$ cat config.mk
export PLATFORM = sky130hd
export DESIGN_NAME = sliding_window_sender_unit
export DESIGN_NICKNAME = d
export VERILOG_FILES = /design/src/design/sws_pkg.sv /design/src/design/sliding_window_sender_unit.sv
export SDC_FILE = /design/constraint.sdc
export NUM_CORES = 1
export LEC_CHECK = 0
export ABC_AREA = 1
export BUFFER_PORTS_ARGS = -buffer_cell sky130_fd_sc_hd__buf_2
export CORE_AREA = 2 2 171 173
export DETAILED_ROUTE_END_ITERATION = 10
export DIE_AREA = 0 0 173 175
export PLACE_DENSITY = 0.69
export REMOVE_ABC_BUFFERS = 1
export SLEW_MARGIN = 20
export SYNTH_ARGS = -nofsm -noshare
export SYNTH_HDL_FRONTEND = slang
export SYNTH_SLANG_ARGS = --single-unit
$ cat constraint.sdc
create_clock -name clk -period 15.3 [get_ports clk]
set_clock_uncertainty 0.05 [all_clocks]
set_input_delay 3.06 -clock clk [delete_from_list [all_inputs] [get_ports clk]]
set_output_delay 3.06 -clock clk [all_outputs]
set_load 0.02 [all_outputs]
$ cat src/design/sws_pkg.sv
`timescale 1ns / 1ps

package sws_pkg;

    // Window and field widths
    localparam int WINDOW_MAX = 32;
    localparam int SEQ_W      = 16;
    localparam int LEN_W      = 6;
    localparam int RUN_W      = $clog2(WINDOW_MAX + 1);
    localparam int TMO_W      = 8;
    localparam int STEP_W     = 4;

    // Input commands
    localparam logic [1:0] CMD_START = 2'd0;
    localparam logic [1:0] CMD_ACK   = 2'd1;

    // Configuration register indexes
    localparam int CFG_IDX_W = 3;
    localparam logic [CFG_IDX_W-1:0] CFG_TOTAL   = 3'd0;
    localparam logic [CFG_IDX_W-1:0] CFG_LENGTH  = 3'd1;
    localparam logic [CFG_IDX_W-1:0] CFG_T_START = 3'd2;
    localparam logic [CFG_IDX_W-1:0] CFG_T_STEP  = 3'd3;
    localparam logic [CFG_IDX_W-1:0] CFG_T_CAP   = 3'd4;

    // Datapath actions of one control word
    typedef enum logic [2:0] {
        ACT_NONE,
        ACT_LATCH,
        ACT_START,
        ACT_SLIDE,
        ACT_COUNT,
        ACT_RESEND,
        ACT_EMIT,
        ACT_DONE
    } act_t;

    // Jump conditions
    typedef enum logic [3:0] {
        CND_NEVER,
        CND_ALWAYS,
        CND_NO_BEAT,
        CND_IS_START,
        CND_IDLE,
        CND_IS_FINAL,
        CND_NO_SLIDE,
        CND_RUN_EMPTY,
        CND_NO_TIMEOUT
    } cond_t;

    typedef struct packed {
        act_t              act;
        cond_t             cond;
        logic [STEP_W-1:0] target;
    } ctrl_t;

    // Microprogram: jump to target when cond holds, else fall through.
    // Emit and done steps hold until their last beat is loaded.
    function automatic ctrl_t ucode(input logic [STEP_W-1:0] step);
        ctrl_t w;
        begin
            unique case (step)
                4'd0:    w = '{ACT_LATCH,  CND_NO_BEAT,    4'd0};
                4'd1:    w = '{ACT_NONE,   CND_IS_START,   4'd13};
                4'd2:    w = '{ACT_NONE,   CND_IDLE,       4'd0};
                4'd3:    w = '{ACT_NONE,   CND_IS_FINAL,   4'd15};
                4'd4:    w = '{ACT_NONE,   CND_NO_SLIDE,   4'd6};
                4'd5:    w = '{ACT_SLIDE,  CND_NEVER,      4'd0};
                4'd6:    w = '{ACT_COUNT,  CND_NEVER,      4'd0};
                4'd7:    w = '{ACT_NONE,   CND_RUN_EMPTY,  4'd9};
                4'd8:    w = '{ACT_EMIT,   CND_NEVER,      4'd0};
                4'd9:    w = '{ACT_NONE,   CND_NO_TIMEOUT, 4'd0};
                4'd10:   w = '{ACT_RESEND, CND_NEVER,      4'd0};
                4'd11:   w = '{ACT_NONE,   CND_RUN_EMPTY,  4'd0};
                4'd12:   w = '{ACT_EMIT,   CND_ALWAYS,     4'd0};
                4'd13:   w = '{ACT_START,  CND_NEVER,      4'd0};
                4'd14:   w = '{ACT_EMIT,   CND_ALWAYS,     4'd0};
                4'd15:   w = '{ACT_DONE,   CND_ALWAYS,     4'd0};
                default: w = '{ACT_NONE,   CND_ALWAYS,     4'd0};
            endcase
            return w;
        end
    endfunction

endpackage

$ cat src/design/sliding_window_sender_unit.sv
`timescale 1ns / 1ps
// Throughput: one result per cycle within a run while the output is not stalled;
// an item gives at most 64 results, in the order set by the microprogram steps.
// Only one item is in work at a time; in_ready is high only in the fetch step.
// Reset (rst_n low, asynchronous): no transfer running, window and wait count
// cleared, timeout limit 5, registers at total 1, length 32, timeout 5/5/30.

module sliding_window_sender_unit
    import sws_pkg::*;
(
    input  logic                 clk,
    input  logic                 rst_n,
    // configuration write channel
    input  logic                 cfg_valid,
    output logic                 cfg_ready,
    input  logic [CFG_IDX_W-1:0] cfg_index,
    input  logic [SEQ_W-1:0]     cfg_data,
    // input items
    input  logic                 in_valid,
    output logic                 in_ready,
    input  logic [1:0]           cmd,
    input  logic [SEQ_W-1:0]     ack_number,
    // result items
    output logic                 out_valid,
    input  logic                 out_ready,
    output logic [SEQ_W-1:0]     seq_number,
    output logic                 is_retransmit,
    output logic                 transfer_done,
    output logic                 last_of_run
);

    // configuration registers
    logic [SEQ_W-1:0] total_reg;
    logic [LEN_W-1:0] length_reg;
    logic [TMO_W-1:0] t_start_reg;
    logic [TMO_W-1:0] t_step_reg;
    logic [TMO_W-1:0] t_cap_reg;

    // window state
    logic [SEQ_W-1:0] wfirst_reg;
    logic [SEQ_W-1:0] wlast_reg;
    logic [TMO_W-1:0] wait_reg;
    logic [TMO_W-1:0] limit_reg;
    logic             active_reg;

    // sequencer and run registers
    logic [STEP_W-1:0] step_reg;
    logic [STEP_W-1:0] step_next;
    logic [1:0]        cmd_reg;
    logic [SEQ_W-1:0]  ack_reg;
    logic [SEQ_W-1:0]  cur_reg;
    logic [RUN_W-1:0]  cnt_reg;
    logic              rt_reg;
    logic              more_reg;
    logic              tmo_reg;

    // output register
    logic             ovalid_reg;
    logic [SEQ_W-1:0] oseq_reg;
    logic             ort_reg;
    logic             odone_reg;
    logic             olast_reg;

    ctrl_t ctrl;
    logic  load;
    logic  beat_load;
    logic  cond_true;
    logic  hold;

    // derived values
    logic [SEQ_W-1:0]   final_seq;
    logic [LEN_W-1:0]   len_eff;
    logic [SEQ_W-1:0]   len_m1;
    logic [SEQ_W-1:0]   start_last;
    logic [SEQ_W-1:0]   slide_first;
    logic [SEQ_W:0]     slide_sum;
    logic [SEQ_W-1:0]   slide_last;
    logic [SEQ_W-1:0]   slide_gap;
    logic [RUN_W-1:0]   slide_cnt;
    logic [SEQ_W:0]     span;
    logic [RUN_W-1:0]   resend_cnt;
    logic [TMO_W:0]     grown;
    logic [TMO_W-1:0]   limit_new;
    logic [TMO_W-1:0]   wait_inc;
    logic               in_window;

    assign cfg_ready = 1'b1;
    assign ctrl      = ucode(step_reg);
    assign in_ready  = (ctrl.act == ACT_LATCH);
    assign load      = !ovalid_reg || out_ready;
    assign beat_load = load && ((ctrl.act == ACT_EMIT) || (ctrl.act == ACT_DONE));

    always_comb
    begin
        final_seq = (total_reg == '0) ? '0 : total_reg - 1'b1;
        if (length_reg == '0)
            len_eff = LEN_W'(1);
        else if (length_reg > LEN_W'(WINDOW_MAX))
            len_eff = LEN_W'(WINDOW_MAX);
        else
            len_eff = length_reg;
        len_m1 = SEQ_W'(len_eff - 1'b1);

        // window on a start beat
        start_last = (len_m1 > final_seq) ? final_seq : len_m1;

        // window after an in-window ack
        in_window   = (ack_reg >= wfirst_reg) && (ack_reg <= wlast_reg);
        slide_first = ack_reg + 1'b1;
        slide_sum   = {1'b0, slide_first} + {1'b0, len_m1};
        slide_last  = (slide_sum > {1'b0, final_seq}) ? final_seq : slide_sum[SEQ_W-1:0];
        slide_gap   = slide_last - wlast_reg;
        if (slide_last <= wlast_reg)
            slide_cnt = '0;
        else if (slide_gap > SEQ_W'(WINDOW_MAX))
            slide_cnt = RUN_W'(WINDOW_MAX);
        else
            slide_cnt = slide_gap[RUN_W-1:0];

        // whole-window resend
        span = {1'b0, wlast_reg - wfirst_reg} + 1'b1;
        if (wlast_reg < wfirst_reg)
            resend_cnt = '0;
        else if (span > (SEQ_W+1)'(WINDOW_MAX))
            resend_cnt = RUN_W'(WINDOW_MAX);
        else
            resend_cnt = span[RUN_W-1:0];

        grown     = {1'b0, limit_reg} + {1'b0, t_step_reg};
        limit_new = (grown > {1'b0, t_cap_reg}) ? t_cap_reg : grown[TMO_W-1:0];
        wait_inc  = (wait_reg == '1) ? wait_reg : wait_reg + 1'b1;
    end

    // evaluate jump condition
    always_comb
    begin
        case (ctrl.cond)
            CND_ALWAYS:     cond_true = 1'b1;
            CND_NO_BEAT:    cond_true = !in_valid;
            CND_IS_START:   cond_true = (cmd_reg == CMD_START);
            CND_IDLE:       cond_true = !active_reg;
            CND_IS_FINAL:   cond_true = (cmd_reg == CMD_ACK) && (ack_reg == final_seq);
            CND_NO_SLIDE:   cond_true = !((cmd_reg == CMD_ACK) && in_window);
            CND_RUN_EMPTY:  cond_true = (cnt_reg == '0);
            CND_NO_TIMEOUT: cond_true = !tmo_reg;
            default:        cond_true = 1'b0;
        endcase
    end

    // next step: hold on output steps until their beat is loaded
    always_comb
    begin
        unique case (ctrl.act)
            ACT_EMIT: hold = !(load && (cnt_reg == RUN_W'(1)));
            ACT_DONE: hold = !load;
            default:  hold = 1'b0;
        endcase
        if (hold)
            step_next = step_reg;
        else if (cond_true)
            step_next = ctrl.target;
        else
            step_next = step_reg + 1'b1;
    end

    // configuration writes
    always_ff @(posedge clk or negedge rst_n)
    begin
        if (!rst_n)
        begin
            total_reg   <= SEQ_W'(1);
            length_reg  <= LEN_W'(WINDOW_MAX);
            t_start_reg <= TMO_W'(5);
            t_step_reg  <= TMO_W'(5);
            t_cap_reg   <= TMO_W'(30);
        end
        else if (cfg_valid && cfg_ready)
        begin
            case (cfg_index)
                CFG_TOTAL:   total_reg   <= cfg_data;
                CFG_LENGTH:  length_reg  <= cfg_data[LEN_W-1:0];
                CFG_T_START: t_start_reg <= cfg_data[TMO_W-1:0];
                CFG_T_STEP:  t_step_reg  <= cfg_data[TMO_W-1:0];
                CFG_T_CAP:   t_cap_reg   <= cfg_data[TMO_W-1:0];
                default:     ;
            endcase
        end
    end

    // sequencer and datapath
    always_ff @(posedge clk or negedge rst_n)
    begin
        if (!rst_n)
        begin
            step_reg   <= '0;
            wfirst_reg <= '0;
            wlast_reg  <= '0;
            wait_reg   <= '0;
            limit_reg  <= TMO_W'(5);
            active_reg <= 1'b0;
            cmd_reg    <= '0;
            ack_reg    <= '0;
            cur_reg    <= '0;
            cnt_reg    <= '0;
            rt_reg     <= 1'b0;
            more_reg   <= 1'b0;
            tmo_reg    <= 1'b0;
            ovalid_reg <= 1'b0;
            oseq_reg   <= '0;
            ort_reg    <= 1'b0;
            odone_reg  <= 1'b0;
            olast_reg  <= 1'b0;
        end
        else
        begin
            step_reg <= step_next;

            // drop the output beat once taken, unless a new one replaces it
            if (out_ready && !beat_load)
                ovalid_reg <= 1'b0;

            case (ctrl.act)
                ACT_LATCH:
                begin
                    if (in_valid)
                    begin
                        cmd_reg  <= cmd;
                        ack_reg  <= ack_number;
                        cnt_reg  <= '0;
                        more_reg <= 1'b0;
                        tmo_reg  <= 1'b0;
                    end
                end
                ACT_START:
                begin
                    wfirst_reg <= '0;
                    wlast_reg  <= start_last;
                    wait_reg   <= '0;
                    limit_reg  <= t_start_reg;
                    active_reg <= 1'b1;
                    cur_reg    <= '0;
                    cnt_reg    <= start_last[RUN_W-1:0] + 1'b1;
                    rt_reg     <= 1'b0;
                    more_reg   <= 1'b0;
                end
                ACT_SLIDE:
                begin
                    wfirst_reg <= slide_first;
                    wlast_reg  <= slide_last;
                    wait_reg   <= '0;
                    cur_reg    <= wlast_reg + 1'b1;
                    cnt_reg    <= slide_cnt;
                    rt_reg     <= 1'b0;
                end
                ACT_COUNT:
                begin
                    // a resend follows the slide run when it will send anything
                    wait_reg <= wait_inc;
                    tmo_reg  <= (wait_inc > limit_reg);
                    more_reg <= (wait_inc > limit_reg) && (wlast_reg >= wfirst_reg);
                end
                ACT_RESEND:
                begin
                    wait_reg  <= '0;
                    limit_reg <= limit_new;
                    cur_reg   <= wfirst_reg;
                    cnt_reg   <= resend_cnt;
                    rt_reg    <= 1'b1;
                    more_reg  <= 1'b0;
                end
                ACT_EMIT:
                begin
                    if (load)
                    begin
                        ovalid_reg <= 1'b1;
                        oseq_reg   <= cur_reg;
                        ort_reg    <= rt_reg;
                        odone_reg  <= 1'b0;
                        olast_reg  <= (cnt_reg == RUN_W'(1)) && !more_reg;
                        cur_reg    <= cur_reg + 1'b1;
                        cnt_reg    <= cnt_reg - 1'b1;
                    end
                end
                ACT_DONE:
                begin
                    if (load)
                    begin
                        ovalid_reg <= 1'b1;
                        oseq_reg   <= '0;
                        ort_reg    <= 1'b0;
                        odone_reg  <= 1'b1;
                        olast_reg  <= 1'b1;
                        active_reg <= 1'b0;
                    end
                end
                default: ;
            endcase
        end
    end

    assign out_valid     = ovalid_reg;
    assign seq_number    = oseq_reg;
    assign is_retransmit = ort_reg;
    assign transfer_done = odone_reg;
    assign last_of_run   = olast_reg;

endmodule

* Yosys cells after proc, flatten, opt, wreduce, memory -nomap -nowiden
Memory sizes are Yosys's and may differ from the RTL's.
Cells that the tools add are included.
** Storage, ports and cells
- Bits in registers :: 162
- Bits in latches :: 0
- Memory bits (writable) :: 0
- ROM bits :: 176
- Bits of input ports :: 42
- Output and inout bits :: 22
- Word-level logic and storage cells :: 167
- Memories :: 1
** Memory list
- (name not given) :: depth 16, bits a word 11, rd ports 1, clocked after memory_dff 0, write ports 0, RTL line sws_pkg.sv:61 : unique case (step)
** Cells by class
- Add/subtract/negate cells :: 14
- $mul :: 0
- Div/mod/pow operators :: 0
- Magnitude comparators :: 12
- Equality and inequality tests :: 26
- Shift operators :: 0
- Muxes and demuxes :: 41
- Bitwise gates (word level) :: 0
- Reductions and logical operators :: 50
** Operators by type and width (number)
- 16-bit 2-to-1 mux :: 6
- 16-bit one-hot mux with 2 select lines :: 3
- 16-bit one-hot mux with 4 select lines :: 1
- 16-bit by 1-bit adder with 16-bit output, second input constant :: 3
- 6-bit 2-to-1 mux :: 8
- 16-bit greater-or-equal comparator :: 2
- 16-bit less-or-equal comparator :: 2
- 8-bit one-hot mux with 2 select lines :: 2
- 16-bit subtractor :: 2
- 6-bit one-hot mux with 5 select lines :: 1
- 2-bit AND reduction :: 10
- 16-bit by 1-bit adder with 17-bit output, second input constant :: 1
- 16-bit by 16-bit adder with 17-bit output :: 1
- 17-bit by 16-bit > comparator with 1-bit output :: 1
- 17-bit by 6-bit > comparator with 1-bit output, second input constant :: 1
- 16-bit equality test :: 1
- 4-bit by 3-bit equality test with 1-bit output, second input constant :: 4
- 16-bit > comparator :: 1
- 16-bit by 6-bit > comparator with 1-bit output, second input constant :: 1
- 16-bit zero test :: 1
- 16-bit less-than comparator :: 1
- 8-bit 2-to-1 mux :: 2
- 16-bit by 1-bit subtractor with 16-bit output, second input constant :: 1
- 3-bit equality test, second input constant :: 5
- other kinds (36) :: 82

* Logic depth before layout (Yosys ltp)
- Depth in word-level cells :: 12
- Mapped depth :: 54

* Least setup slack after synthesis
No wires, ideal clock.
- Path type :: register to register
- Start :: register length_reg[5]
- End :: register cnt_reg[4]
- Data arrival time :: 7256 ps
- Setup slack :: 7929 ps
- Cell stages (with the launch flop) :: 48
- Path buffers :: 1
- Clock period less this slack :: 7371 ps
- Path through :: dfstp_2 nand2_1 nand2_1 nand2_1 inv_1 ha_1 nand3_1 nor3_1 ha_1 nand2_1 inv_1 nand4_1 nand3_1 a21boi_0 o21ai_0 xor2_1 ha_1 nand2_1 [12 not listed] o21ai_0 inv_1 fa_1 o21ai_1 nand2_1 nand2_1 nand2_1 nand2_1 nand2_1 o311ai_1 o41ai_1 nor2_1 inv_1 nor3_1 nor2_1 nand2_1 nand2_1 nand2_1
** On the way
- Longest elaborated chain between the ends :: 12
- Elaborated cells on any way between the ends :: 17
- Those cells by class :: 4 x add/sub; 5 x order compare; 7 x mux; 1 x reduce/logical
** RTL lines
- start: declaration :: RTL line sliding_window_sender_unit.sv:34 : logic [LEN_W-1:0] length_reg;
- start signal: assignment :: RTL line sliding_window_sender_unit.sv:172 : length_reg <= LEN_W'(WINDOW_MAX);
- start signal: assignment :: RTL line sliding_window_sender_unit.sv:181 : CFG_LENGTH: length_reg <= cfg_data[LEN_W-1:0];
- 6-bit > comparator :: RTL line sliding_window_sender_unit.sv:98 : else if (length_reg > LEN_W'(WINDOW_MAX))
- 6-bit 2-to-1 mux :: RTL line sliding_window_sender_unit.sv:98
- 6-bit 2-to-1 mux (*) :: RTL line sliding_window_sender_unit.sv:96 : if (length_reg == '0)
- 6-bit by 1-bit subtractor with 7-bit output (*) :: RTL line sliding_window_sender_unit.sv:102 : len_m1 = SEQ_W'(len_eff - 1'b1);
- 16-bit by 16-bit adder with 17-bit output :: RTL line sliding_window_sender_unit.sv:110 : slide_sum = {1'b0, slide_first} + {1'b0, len_m1};
- 17-bit by 16-bit > comparator with 1-bit output :: RTL line sliding_window_sender_unit.sv:111 : slide_last = (slide_sum > {1'b0, final_seq}) ? final_seq : slide_sum[SEQ_W-1:0];
- 16-bit 2-to-1 mux :: RTL line sliding_window_sender_unit.sv:111
- 16-bit subtractor :: RTL line sliding_window_sender_unit.sv:112 : slide_gap = slide_last - wlast_reg;
- 16-bit by 6-bit > comparator with 1-bit output :: RTL line sliding_window_sender_unit.sv:115 : else if (slide_gap > SEQ_W'(WINDOW_MAX))
- 6-bit 2-to-1 mux :: RTL line sliding_window_sender_unit.sv:115
- 6-bit 2-to-1 mux :: RTL line sliding_window_sender_unit.sv:113 : if (slide_last <= wlast_reg)
- 6-bit one-hot mux with 5 select lines (*) :: RTL line sliding_window_sender_unit.sv:222 : case (ctrl.act)
- end signal: assignment :: RTL line sliding_window_sender_unit.sv:242 : cnt_reg <= start_last[RUN_W-1:0] + 1'b1;
- end signal: assignment :: RTL line sliding_window_sender_unit.sv:252 : cnt_reg <= slide_cnt;
- end signal: assignment :: RTL line sliding_window_sender_unit.sv:267 : cnt_reg <= resend_cnt;
- end: declaration :: RTL line sliding_window_sender_unit.sv:52 : logic [RUN_W-1:0] cnt_reg;
Mark *: on every way between the ends. The rest lies on a longest branch, timed or not.
A chain may end at the register's enable or synchronous reset.

* Worst setup path in the final report
- Start :: register length_reg[0]
- End :: register cnt_reg[2]
The elaborated chain is that of the path after synthesis.

==> impl_metrics.py <==
metrics = {
    "run_status": {
        "status": "completed",
    },
    "floorplanning": {
        "die_x_um": 173,
        "die_area_um2": 30280,
        "initial_utilization_pct": 52.20,
        "fp.dieH_um": 175,
        "ios": 64,
        "core_area_um2": 28390,
        "row_count": 62,
    },
    "routing": {
        "num_vias": 14714,
        "wirelength_mm": 47.72,
        "drtIter0Drc": 1271,
        "drtAntennaViolNets": 0,
        "avgViaCountPerCell": 5.640,
        "avgRoutedWirePerCell_um": 18.29,
        "firstDrtPassIters": 5,
        "drc_errors": 0,
    },
    "synthesis": {
        "yosys-top-cells-count": "nand2_1, inv_1, o21ai_0",
        "synth_area_um2": 14820,
        "synth_area_leaders": "dfrtp_1, nand2_1, ha_1, inv_1, o21ai_0",
        "synth_async_sr_flop_share_pct": 100.0,
        "yosys.area.top_type_share_pct": 25.33,
        "ys_types": 62,
        "synthCells": 2164,
        "ys_warn_count": 0,
        "synth_edf_count": 0,
        "ys_seq_area_share_pct": 27.45,
        "synth_flop_cell": "dfrtp_1",
        "synth_seq_cells": 162,
        "yosysTopAreaCell": "dfrtp_1",
        "avgSynthCellArea_um2": 6.849,
        "yosys.cell_count.top_type": "nand2_1",
    },
    "place": {
        "gp_congestion": 1.001,
        "placed_area_um2": 15450,
        "portBuffers": 62,
        "pre_cts_slack_ps": 7845,
        "dp_hpwl_mm": 38.02,
        "place_inst": 2577,
    },
    "min_path": {
        "hp-class": "reg2reg",
        "worstHoldStart": "transfer_done$_DFFE_PN0P_",
    },
    "global_routing": {
        "grt_max_degree": 95,
        "grt_overflow": 0,
        "antenna_found_initial": 0,
        "gr-usage-all-layers_pct": 31.98,
        "grt_pass1_wl_mm": 76.48,
        "grt_pass1_vias": 14379,
    },
    "worst_setup_path": {
        "slowest_stage": "fa_1",
        "crit_path_start": "length_reg[0]$_DFFE_PN0P_",
        "critPathLaunchType": "flip-flop",
        "crit_end": "cnt_reg[2]$_DFFE_PN0P_",
        "worstPathBufferInverterCount": 8,
        "crit_family": "simple AND/OR/NAND/NOR gates",
        "cp_num_cells": 51,
        "end_kind": "flip-flop",
        "crit_top_cell": "nand2_1",
        "worstSetupPathType": "reg2reg",
        "timing.rr.start": "length_reg[0]$_DFFE_PN0P_",
        "worstPathMaxFanout": 23,
        "reg2regPathDepth": 51,
        "crit_arrival_ps": 8030,
        "reg2reg_to": "cnt_reg[2]$_DFFE_PN0P_",
        "r2r_slack_ps": 7600,
        "cpPeakStageDelay_ps": 470,
        "cp.required_ps": 15630,
    },
    "final_layout": {
        "multi_input_area_um2": 9385,
        "fillCellCount": 2857,
        "regArea_um2": 4069,
        "area_growth_pct": 8.645,
        "instances_no_fill": 2609,
        "fin_area_um2": 16100,
        "n_antenna_cell": 0,
        "fin_nets": 2415,
        "drive_gt1_share_pct": 8.404,
    },
    "clock_tree": {
        "cts_tree": "done",
        "clock_path_buffers": 2,
        "cts.clk_slew.worst_paths_ps": 70,
        "cts_buffers": 17,
        "cts_sinks": 162,
        "cts_resized": 0,
        "h-tree-depth": 4,
        "insertion_delay_ps": 450,
        "cts_setup_buffers": 0,
        "cts-root-buf": "clkbuf_16",
        "hold_buffers": 0,
    },
    "timing": {
        "drv_slew": 0,
        "period_share_pct": 50.32,
        "fin_ws_ps": 7600,
        "fmax_mhz": 129.9,
        "tns_ps": 0,
        "setup_viol_count_final": 0,
        "rsz0062_at_grt": "no",
        "hold_viol": 0,
        "period_minus_slack_ps": 7700,
        "tightest_slew_ps": 1011,
        "slew_headroom_pct": 32.18,
    },
    "run": {
        "cap_violations": 0,
    },
}
## worst min path at each step
| stage | depth (start not counted) | slack (ps) | end |
|---|---|---|---|
| after CTS | 2 | 420 | transfer_done$_DFFE_PN0P_ |
| after floorplan | 2 | 400 | t_start_reg[1]$_DFFE_PN0P_ |
| after global routing | 1 | 460 | seq_number[13]$_DFFE_PN0P_ |
| final | 2 | 420 | transfer_done$_DFFE_PN0P_ |
| after detailed placement | 2 | 410 | transfer_done$_DFFE_PN0P_ |
| after global placement | 2 | 400 | transfer_done$_DFFE_PN0P_ |
## worst register-to-register path, delay by kind of cell, from the launching register on
family | cells | cell delay [ps]
buf+inv | 8 | 960
xor+xnor | 1 | 360
compound gates | 7 | 1340
simple gates | 31 | 3030
flops | 1 | 400
fa+ha+maj | 4 | 1520
## cells by family after synthesis
| logic type | count (synthesis) | share of synthesized area (%) |
|---|---|---|
| multiplexers | 1 | 0.07598 |
| XOR/XNOR | 66 | 3.900 |
| AO/OA/AOI/OAI | 429 | 16.36 |
| other | 2 | 0.05067 |
| buffers and inverters | 347 | 9.278 |
| flip-flops | 162 | 27.45 |
| adder cells (fa/ha/maj) | 161 | 13.79 |
| AND/OR/NAND/NOR | 996 | 29.08 |
## stage by stage
step,hold slack (ps),util (%)
floorplan,397.9,-
global placement,401.6,54.43
detailed placement,406.4,54.43
CTS,421.5,56.71
global route,461.4,56.71
finish,418.3,56.71
## routing by layer
metal / wire length, um / GRT usage, % / vias to the layer above
met5: 0 / 0 / -
met1: 20640 / 39.74 / 6815
met3: 2464 / 4.069 / 105
met2: 22460 / 55.17 / 530
met4: 2155 / 15.22 / 0
li1: - / - / 7264
## cell type report
class	instances	area share [%]
multi-input cells	1656	58.29
flip-flops and latches	162	25.27
inverters	307	7.188
well taps	384	2.984
clock buffers	18	2.665
repair buffers	68	2.246
clock inverters	14	1.360
## placed cells by master, fill, tap and decap left out, drive strengths merged, types with 3 or more instances in the layout
| master | netlist | final |
|---|---|---|
| xnor2 | 18 | 18 |
| a22oi | 16 | 16 |
| dfstp | 12 | 12 |
| a31oi | 6 | 6 |
| bufinv | 0 | 4 |
| a21o | 6 | 6 |
| a21oi | 142 | 142 |
| ha | 157 | 157 |
| xor2 | 48 | 48 |
| nor2 | 176 | 176 |
| o211a | 3 | 3 |
| clkinv | 3 | 7 |
| o221ai | 3 | 3 |
| fa | 4 | 4 |
| nand2 | 580 | 580 |
| o21ai | 192 | 192 |
| o211ai | 10 | 10 |
| nand4 | 43 | 43 |
| nand3 | 134 | 134 |
| nor4 | 5 | 5 |
| o22ai | 17 | 17 |
| o21bai | 6 | 6 |
| nand3b | 8 | 8 |
| or2 | 10 | 10 |
| buf | 17 | 68 |
| inv | 304 | 310 |
| a21boi | 3 | 3 |
| o21a | 6 | 6 |
| conb | 2 | 3 |
| nor3 | 38 | 38 |
| clkbuf | 23 | 18 |
| dfrtp | 150 | 150 |
| a211oi | 7 | 7 |
Power is not shown: default switching activity piles up to over one toggle a cycle in this logic, so the estimate is an artifact.
